### src/rtl/tslr_pkg.sv
`default_nettype none

package tslr_pkg;

  localparam int unsigned LINES_DEF    = 64;
  localparam int unsigned LINE_LEN_DEF = 128;

  localparam logic [6:0] VIEWPORT_RST = 7'd24;

  localparam logic [7:0] CH_NUL       = 8'd0;
  localparam logic [7:0] CH_BACKSPACE = 8'd8;
  localparam logic [7:0] CH_NEWLINE   = 8'd10;
  localparam logic [7:0] CH_RETURN    = 8'd13;

  typedef enum logic [2:0] {
    CMD_APPEND      = 3'd0,
    CMD_SCROLL_UP   = 3'd1,
    CMD_SCROLL_DOWN = 3'd2,
    CMD_BOTTOM      = 3'd3,
    CMD_CLEAR       = 3'd4,
    CMD_READ        = 3'd5
  } tslr_cmd_t;

  typedef enum logic [1:0] {
    ST_IDLE,
    ST_NL,
    ST_READ
  } tslr_state_t;

  typedef struct packed {
    logic [2:0]  cmd;
    logic [7:0]  char_in;
    logic [15:0] scroll_amount;
    logic [5:0]  read_line;
    logic [6:0]  read_column;
  } tslr_in_t;

  typedef struct packed {
    logic [6:0] lines_held;
    logic [6:0] rows_back;
    logic [5:0] view_start;
    logic [6:0] view_count;
    logic [7:0] read_char;
    logic [7:0] current_column;
  } tslr_out_t;

  typedef struct packed {
    logic char_we;
    logic len_we;
    logic rd_en;
  } tslr_mem_ctl_t;

  typedef struct packed {
    logic busy;
    logic res_load;
  } tslr_ctl_stat_t;

endpackage

`default_nettype wire

### src/rtl/tslr_ctrl.sv
`default_nettype none

module tslr_ctrl #(
  parameter int unsigned LINES    = tslr_pkg::LINES_DEF,
  parameter int unsigned LINE_LEN = tslr_pkg::LINE_LEN_DEF,
  localparam int unsigned SW  = $clog2(LINES),
  localparam int unsigned CW  = $clog2(LINE_LEN + 1),
  localparam int unsigned CAW = $clog2(LINES * LINE_LEN)
) (
  input  logic                     clk,
  input  logic                     rst_n,
  input  logic                     in_valid,
  input  tslr_pkg::tslr_in_t       in_data,
  input  logic                     out_free,
  input  logic                     cfg_valid,
  output logic                     cfg_ready,
  input  logic [6:0]               cfg_data,
  output tslr_pkg::tslr_ctl_stat_t stat,
  output tslr_pkg::tslr_out_t      res,
  output tslr_pkg::tslr_mem_ctl_t  mem_ctl,
  output logic [CAW-1:0]           char_waddr,
  output logic [7:0]               char_wdata,
  output logic [CAW-1:0]           char_raddr,
  input  logic [7:0]               char_rdata,
  output logic [SW-1:0]            len_waddr,
  output logic [CW-1:0]            len_wdata,
  output logic [SW-1:0]            len_raddr,
  input  logic [CW-1:0]            len_rdata
);

  import tslr_pkg::*;

  localparam int unsigned HW  = $clog2(LINES + 1);
  localparam int unsigned AW  = ((HW > 6) ? HW : 6) + 1;
  localparam int unsigned OW  = ((HW > 16) ? HW : 16) + 1;
  localparam int unsigned VW  = ((HW > 7) ? HW : 7) + 1;
  localparam int unsigned PW  = CAW + 8;
  localparam int unsigned CXW = (CW > 8) ? CW : 8;

  function automatic logic [SW-1:0] slot_of(input logic [SW-1:0] base,
                                            input logic [AW-1:0] logical);
    logic [AW-1:0] s;
    s = AW'(base) + logical;
    if (s >= AW'(LINES)) begin
      s = s - AW'(LINES);
    end
    return s[SW-1:0];
  endfunction

  function automatic logic [CAW-1:0] char_addr(input logic [SW-1:0] slot,
                                               input logic [PW-1:0] col);
    logic [PW-1:0] a;
    a = PW'(slot) * PW'(LINE_LEN) + col;
    return a[CAW-1:0];
  endfunction

  tslr_state_t   state_r, state_nxt;
  logic [HW-1:0] held_r, held_nxt;
  logic [SW-1:0] oldest_r, oldest_nxt;
  logic [CW-1:0] col_r, col_nxt;
  logic [HW-1:0] off_r, off_nxt;
  logic [6:0]    vp_r, vp_nxt;

  logic          rd_ok_r;
  logic [6:0]    rd_col_r;

  logic          acc;
  logic          is_read;
  logic          do_app;
  logic          first;
  logic [7:0]    ch_eff;
  logic          ch_nl, ch_ret, ch_bs;
  logic          need_nl, nl_first;
  logic [HW-1:0] h1, hn;
  logic [CW-1:0] col1, wc;
  logic [SW-1:0] on, last;
  logic [SW-1:0] rd_slot;
  logic [OW-1:0] up_sum;

  logic [VW-1:0]  hv, vv, ov, maxoff, start, cnt;
  logic [CXW-1:0] cx;
  logic [7:0]     rchar;

  assign acc     = in_valid && (state_r == ST_IDLE) && out_free;
  assign is_read = (in_data.cmd == CMD_READ);

  // Append path; the ST_NL state replays a newline on a one-line store
  always_comb begin
    do_app   = (state_r == ST_NL) ||
               (acc && (in_data.cmd == CMD_APPEND) && (in_data.char_in != CH_NUL));
    ch_eff   = (state_r == ST_NL) ? CH_NEWLINE : in_data.char_in;
    ch_nl    = (ch_eff == CH_NEWLINE);
    ch_ret   = (ch_eff == CH_RETURN);
    ch_bs    = (ch_eff == CH_BACKSPACE);
    first    = (held_r == '0);
    h1       = first ? HW'(1) : held_r;
    col1     = first ? '0 : col_r;
    need_nl  = do_app && ((ch_nl && !first) ||
               (!ch_nl && !ch_ret && !ch_bs && (col1 >= CW'(LINE_LEN))));
    nl_first = do_app && ch_nl && first;
    hn       = (need_nl && (h1 < HW'(LINES))) ? h1 + HW'(1) : h1;
    if (need_nl && (h1 == HW'(LINES))) begin
      on = (oldest_r == SW'(LINES - 1)) ? '0 : oldest_r + SW'(1);
    end else begin
      on = oldest_r;
    end
    last     = slot_of(on, AW'(hn) - AW'(1));
    wc       = need_nl ? '0 : col1;
    rd_slot  = slot_of(oldest_r, AW'(in_data.read_line));
    up_sum   = OW'(off_r) + OW'(in_data.scroll_amount);
  end

  always_comb begin
    held_nxt   = held_r;
    oldest_nxt = oldest_r;
    col_nxt    = col_r;
    off_nxt    = off_r;
    vp_nxt     = (cfg_valid && cfg_ready) ? cfg_data : vp_r;
    mem_ctl    = '0;
    len_waddr  = last;
    len_wdata  = '0;
    char_waddr = char_addr(last, PW'(wc));
    char_wdata = ch_eff;
    char_raddr = char_addr(rd_slot, PW'(in_data.read_column));
    len_raddr  = rd_slot;

    if (do_app) begin
      held_nxt   = hn;
      oldest_nxt = on;
      if (need_nl) begin
        off_nxt = '0;
      end
      if (ch_nl) begin
        col_nxt        = '0;
        mem_ctl.len_we = 1'b1;
      end else if (ch_ret) begin
        col_nxt        = '0;
        mem_ctl.len_we = first;
      end else if (ch_bs) begin
        if (col1 != '0) begin
          col_nxt        = col1 - CW'(1);
          len_wdata      = col1 - CW'(1);
          mem_ctl.len_we = 1'b1;
        end else begin
          col_nxt        = '0;
          mem_ctl.len_we = first;
        end
      end else begin
        col_nxt         = wc + CW'(1);
        len_wdata       = wc + CW'(1);
        mem_ctl.len_we  = 1'b1;
        mem_ctl.char_we = 1'b1;
      end
    end else if (acc) begin
      case (in_data.cmd)
        CMD_SCROLL_UP: begin
          if (in_data.scroll_amount != '0) begin
            if (up_sum > OW'(held_r)) begin
              off_nxt = first ? '0 : held_r - HW'(1);
            end else begin
              off_nxt = up_sum[HW-1:0];
            end
          end
        end
        CMD_SCROLL_DOWN: begin
          if (OW'(in_data.scroll_amount) >= OW'(off_r)) begin
            off_nxt = '0;
          end else begin
            off_nxt = off_r - in_data.scroll_amount[HW-1:0];
          end
        end
        CMD_BOTTOM: begin
          off_nxt = '0;
        end
        CMD_CLEAR: begin
          held_nxt   = '0;
          oldest_nxt = '0;
          col_nxt    = '0;
          off_nxt    = '0;
        end
        CMD_READ: begin
          mem_ctl.rd_en = 1'b1;
        end
        default: begin
        end
      endcase
    end
  end

  // Status of the window, from the state after this transaction
  always_comb begin
    hv = VW'(held_nxt);
    vv = (vp_r == '0) ? VW'(1) : VW'(vp_r);
    ov = VW'(off_nxt);
    maxoff = hv - vv;
    if (hv <= vv) begin
      start = '0;
    end else if (maxoff > ov) begin
      start = maxoff - ov;
    end else begin
      start = '0;
    end
    cnt = hv - start;
    if (cnt > vv) begin
      cnt = vv;
    end
    cx = CXW'(col_nxt);
    if ((state_r == ST_READ) && rd_ok_r && (PW'(rd_col_r) < PW'(len_rdata))) begin
      rchar = char_rdata;
    end else begin
      rchar = '0;
    end
    res.lines_held     = hv[6:0];
    res.rows_back      = ov[6:0];
    res.view_start     = start[5:0];
    res.view_count     = cnt[6:0];
    res.read_char      = rchar;
    res.current_column = cx[7:0];
  end

  always_comb begin
    state_nxt = state_r;
    case (state_r)
      ST_IDLE: begin
        if (acc && nl_first) begin
          state_nxt = ST_NL;
        end else if (acc && is_read) begin
          state_nxt = ST_READ;
        end
      end
      ST_NL:   state_nxt = ST_IDLE;
      ST_READ: state_nxt = ST_IDLE;
      default: state_nxt = ST_IDLE;
    endcase
  end

  always_comb begin
    stat.busy     = (state_r != ST_IDLE);
    stat.res_load = (state_r == ST_NL) || (state_r == ST_READ) ||
                    (acc && !is_read && !nl_first);
    cfg_ready     = (state_r == ST_IDLE);
  end

  always_ff @(posedge clk) begin
    if (!rst_n) begin
      state_r  <= ST_IDLE;
      held_r   <= '0;
      oldest_r <= '0;
      col_r    <= '0;
      off_r    <= '0;
      vp_r     <= VIEWPORT_RST;
    end else begin
      state_r  <= state_nxt;
      held_r   <= held_nxt;
      oldest_r <= oldest_nxt;
      col_r    <= col_nxt;
      off_r    <= off_nxt;
      vp_r     <= vp_nxt;
    end
  end

  // Hold the range checks of a read until the memories answer
  always_ff @(posedge clk) begin
    if (acc && is_read) begin
      rd_ok_r  <= (AW'(in_data.read_line) < AW'(held_r)) &&
                  (PW'(in_data.read_column) < PW'(LINE_LEN));
      rd_col_r <= in_data.read_column;
    end
  end

`ifndef SYNTHESIS
  a_held_max: assert property (@(posedge clk) disable iff (!rst_n)
    held_r <= HW'(LINES))
    else $error("line count beyond capacity");

  a_off_le_held: assert property (@(posedge clk) disable iff (!rst_n)
    off_r <= held_r)
    else $error("scroll offset beyond line count");

  a_col_max: assert property (@(posedge clk) disable iff (!rst_n)
    col_r <= CW'(LINE_LEN))
    else $error("write column beyond line length");

  a_nl_second: assert property (@(posedge clk) disable iff (!rst_n)
    (state_r == ST_NL) |-> (stat.res_load && (held_r == HW'(1))))
    else $error("second newline cycle without its single line or result");

  a_busy_blocks: assert property (@(posedge clk) disable iff (!rst_n)
    (state_r != ST_IDLE) |-> (!acc && !mem_ctl.char_we))
    else $error("transaction taken or character written while busy");
`endif

endmodule

`default_nettype wire

### config.mk
export PLATFORM = sky130hd
export DESIGN_NAME = tslr_ctrl
export DESIGN_NICKNAME = d
export VERILOG_FILES = /design/src/rtl/tslr_pkg.sv /design/src/rtl/tslr_ctrl.sv
export SDC_FILE = /design/constraint.sdc
export NUM_CORES = 1
export LEC_CHECK = 0
export BUFFER_PORTS_ARGS = -buffer_cell sky130_fd_sc_hd__buf_4
export CAP_MARGIN = 20
export CORE_MARGIN = 5
export CORE_UTILIZATION = 35
export CTS_BUF_LIST = sky130_fd_sc_hd__clkbuf_16
export DETAILED_ROUTE_END_ITERATION = 6
export GPL_TIMING_DRIVEN = 0
export PLACE_DENSITY = 0.61
export SKIP_CTS_REPAIR_TIMING = 1
export SLEW_MARGIN = 20
export SYNTH_ARGS = -nofsm -noshare
export SYNTH_HDL_FRONTEND = slang
export SYNTH_SLANG_ARGS = --single-unit
### constraint.sdc
create_clock -name clk -period 15.85 [get_ports clk]
set_input_delay 3.17 -clock clk [delete_from_list [all_inputs] [get_ports clk]]
set_output_delay 3.17 -clock clk [all_outputs]
set_load 0.05 [all_outputs]
==> results by stage <==
Timing:
- The time the worst path needs with I/O delays and setup is approximately 15 ns.
- The final worst hold slack is about 0.46 ns.
- In this run the tightest slew margin relative to its limit is about half.
- After layout, the worst path uses a little over nine tenths of the clock period.
- After routing, the total negative slack on setup checks comes to 0 ns.
- Based on the critical path, the design can be clocked at up to around 66 MHz.
- The number of max-slew violations in the final report is 0.
- The number of endpoints with negative hold slack in the final report is 0.
- For the pin with the worst max-slew slack, the measured transition is between 0.7 and 0.8 ns.
- Setup violations remaining at the end of the flow were counted as 0.
- Setup repair after global routing left no endpoint under its margin.
- Clock skew on the completed layout was measured at 0.00542 ns.

Detailed routing:
- The detailed-route wire length per cell is about 15 microns.
- For this run, the detailed router's first-pass iteration total came to 5.
- After detailed routing, the total wire length is 19,400 microns.
- The number of DRC violations after detailed routing is 0.
- The routed via count divided by cell count is around 5.1.
- The routed layout has 6,363 vias.
- The count of nets left with antenna violations once routing finished came out at 0.
- The first-iteration detailed-routing DRC count is 267.

Yosys:
- The sequential fraction of the synthesis area is around 15%.
- The share of async-settable or async-resettable flops after synthesis is 0%.
- The synthesis warning total is 0.
- After synthesis, the mean cell area works out to roughly 7.6 sq um.
- In this run, synthesis inferred 8 flip-flops with an integrated enable.
- For this run, the leading register cell type out of synthesis is sky130_fd_sc_hd__dfxtp_1.
- Counting flops and latches in the post-synthesis netlist gives 45.
- The netlist uses 66 different library cells.
- The number of nets handed over by synthesis was just over 1,000.
- In this run the cell area of the synthesized design comes to ~0.0063 sq mm.
- In the synthesized netlist, the number of instances is roughly 840.

GRT:
- The initial antenna violation count is 0.
- Summed over all layers, the global routing overflow is 0.
- The wire length of the first global-routing pass is roughly 30,000 microns.
- The number of global-route vias before repair came to 5,945.
- Entering global routing, the biggest net connects 14 pins.
- Across every metal layer, demand over resource in global routing totals 17.5%.

Pwr:
- In this run the power spent charging and discharging nets is approximately 140 uW.
- The clock network accounts for between 20 and 30% of the total power.
- The worst-case IR drop observed on VDD is 0.0771 mV.
- In this run switching power makes up a little over a third of total power.
- The cell-internal power is 256 uW.
- The sequential power share is 30.1%.
- The leakage dissipation is between 3 and 4 nW.
- The completed layout was analyzed and its total power is around 400 uW.
- The power per unit of standard cell area is about 49 mW/mm^2.
- The fraction of power consumed by combinational cells is roughly 40%.

Clocking:
- The cell chosen for the clock root is sky130_fd_sc_hd__clkbuf_16.
- The clock insertion delay at the later pin of the skew report is between 0.2 and 0.3 ns.
- Buffers inserted during clock tree synthesis total 5.
- The CTS clock-pin slew for the worst setup and hold paths is roughly 0.060 ns.
- The TritonCTS clock tree is yes.
- The number of sinks driven by the clock tree is 45.
- The H-tree was split into 2 levels.
- The maximum clock path buffer count is 2.

Floorplan:
- The floorplan has 49 rows.
- The floorplan die area is around 0.021 sq mm.
- The area inside the core boundary is ~0.018 sq mm.
- The initial utilization of the core area, before any placement, comes to between 30% and 40%.
- In this run the horizontal extent of the chip is roughly 140 microns.
- For this design the top-level I/O count stands at about 170.
- The die outline height is about 140 microns.

Worst setup path:
- For the worst setup path, the data arrival time is approximately 12 ns.
- The top fanout value on the critical path is 7.
- In this design, the critical path's most frequently occurring cell is sky130_fd_sc_hd__ha_1.
- The startpoint-to-endpoint class of the critical path is in -> out.
- The endpoint required time on the critical path is between 10 and 15 ns.
- The slowest stage cell on the critical path is sky130_fd_sc_hd__or4b_2.
- STA classifies the critical path startpoint as an input port.
- The kind of end point of the critical path is an output port.
- The maximum cell stage delay along the critical path is around 0.63 ns.

Final layout:
- For this run, the share of the core covered by cells in the final layout is a little under half.
- Summing all multi-input logic gate instances after layout gives 0.00484 sq mm.
- The count of cells in the finished layout, fillers not included, comes to 1,251.
- The signed area change from the synthesized netlist to the final layout is 27.8%.
- In the final layout, the share of cells above drive strength 1 is 22.0%.
- The leading cell type in the layout, fill and taps excluded is sky130_fd_sc_hd__buf_4.
- The diode insertion count for antenna repair is 0.
- The number of inserted filler cells in the final layout is 1,820.
- In the final design database the tool counted 1,188 nets.
- In the layout the commonest cells are 186 x sky130_fd_sc_hd__buf_4, 92 x sky130_fd_sc_hd__ha_1, 91 x sky130_fd_sc_hd__inv_1.
- Registers take slightly below 0.001 sq mm.

Placed design:
- Counting tap cells, the placed design contains a total of around 1,200 instances.
- In this run the tool buffered the top-level ports with roughly 170 buffer cells.
- The placed wire-length estimate after detailed placement is roughly 16,000 microns.
- The weighted congestion at the end of routability-driven global placement is approximately 0.9.

Min path:
- In this run the worst hold path is classified as reg -> reg.

Status:
- The flow ran to the end, and the final reports show no timing, DRC or antenna violations.

Job:
- The max-cap violation count is 0.
[per-stage QoR]
step,setup slack (ns),instance area (sq um)
3_5_place_dp,0.0847,7900
3_3_place_gp,0.0943,7900
4_1_cts,0.0797,8070
6_report,0.595,8120
5_1_grt,0.0116,8120
2_1_floorplan,0.175,6350
[power groups by stage]
| stage | logic [mW] | registers, mW | clock network, mW |
|---|---|---|---|
| final | 0.161 | 0.120 | 0.117 |
| after global routing | 0.174 | 0.120 | 0.124 |
| after CTS | 0.160 | 0.120 | 0.120 |
| after detailed placement | 0.159 | 0.122 | 0 |
| after global placement | 0.159 | 0.122 | 0 |
| after floorplan | 0.110 | 0.122 | 0 |
[critical path, delay by kind of cell]
family / cells / cell delay, ns
xor gates and xnor gates: 2 / 0.35
AOI/OAI and AO/OA: 15 / 2.53
muxes: 3 / 0.68
adders and majority gates: 7 / 2.14
buffers and inverters: 4 / 0.54
and+or+nand+nor: 11 / 2.68
[final cells by class]
type	count	area share, %
Sequential cell	45	12.1
Inverter	91	4.21
Clock buffer	5	1.54
Timing Repair Buffer	173	16.0
Multi-Input combinational cell	664	59.6
Tap cell	229	3.53
Clock inverter	3	0.463
Buffer	41	2.54
[final timing paths]
| kind | startpoint | to | slack (ns) | cells after the start |
|---|---|---|---|---|
| setup / recovery | in_data[13] | res[22] | 0.60 | 42 |
| setup reg to reg | off_r[0] | off_r[6] | 11.20 | 19 |
| hold / removal | vp_r[0] | vp_r[0] | 0.46 | 2 |
| hold reg to reg | vp_r[0] | vp_r[0] | 0.46 | 2 |
[registers in the layout (all words and copies together) (netlist names)]
signal / cells
vp_r: 7
off_r: 7
rd_col_r: 7
state_r: 2
rd_ok_r: 1
held_r: 7
oldest_r: 6
col_r: 8
[routing by layer]
| layer | GRT usage, % | share of wire (%) |
|---|---|---|
| met5 | 0 | 0 |
| met4 | 3.93 | 1.7 |
| met3 | 2.23 | 5.7 |
| met2 | 28.8 | 47 |
| met1 | 24.5 | 46 |
[cell usage after synthesis (10+ instances only)]
cell | n | share of area (%)
sky130_fd_sc_hd__dfxtp_1 | 37 | 12
sky130_fd_sc_hd__and3_1 | 10 | 0.99
sky130_fd_sc_hd__nand2_1 | 58 | 3.4
sky130_fd_sc_hd__o21ai_0 | 27 | 2.1
sky130_fd_sc_hd__nand3_1 | 32 | 2.5
sky130_fd_sc_hd__xor2_1 | 15 | 2.1
sky130_fd_sc_hd__nor2_1 | 68 | 4.0
sky130_fd_sc_hd__nor3_1 | 15 | 1.2
sky130_fd_sc_hd__xnor2_1 | 45 | 6.2
sky130_fd_sc_hd__a21o_1 | 28 | 3.3
sky130_fd_sc_hd__nand2b_1 | 19 | 1.9
sky130_fd_sc_hd__and2_1 | 27 | 2.7
sky130_fd_sc_hd__inv_1 | 90 | 5.3
sky130_fd_sc_hd__a21oi_1 | 54 | 4.3
sky130_fd_sc_hd__nor4_1 | 11 | 1.1
sky130_fd_sc_hd__ha_1 | 92 | 18
sky130_fd_sc_hd__mux2_2 | 10 | 1.8
sky130_fd_sc_hd__buf_4 | 13 | 1.5
sky130_fd_sc_hd__or2_2 | 10 | 0.99
sky130_fd_sc_hd__clkbuf_1 | 25 | 1.5
sky130_fd_sc_hd__a31oi_1 | 13 | 1.3
sky130_fd_sc_hd__nor2b_1 | 18 | 1.8
sky130_fd_sc_hd__mux2i_1 | 11 | 1.7
[cells by family (layout without fill, tap and decap cells)]
family | Yosys count | after routing | synth area share [%]
adders and majority gates | 99 | 99 | 20.3
and+or+nand+nor | 292 | 292 | 23.6
DFF | 45 | 45 | 15.4
muxes | 21 | 21 | 3.51
AOI/OAI and AO/OA | 192 | 192 | 20.2
xor gates and xnor gates | 60 | 60 | 8.28
buffers and inverters | 132 | 313 | 8.63
Note: power is estimated with default switching activity, not from simulation.
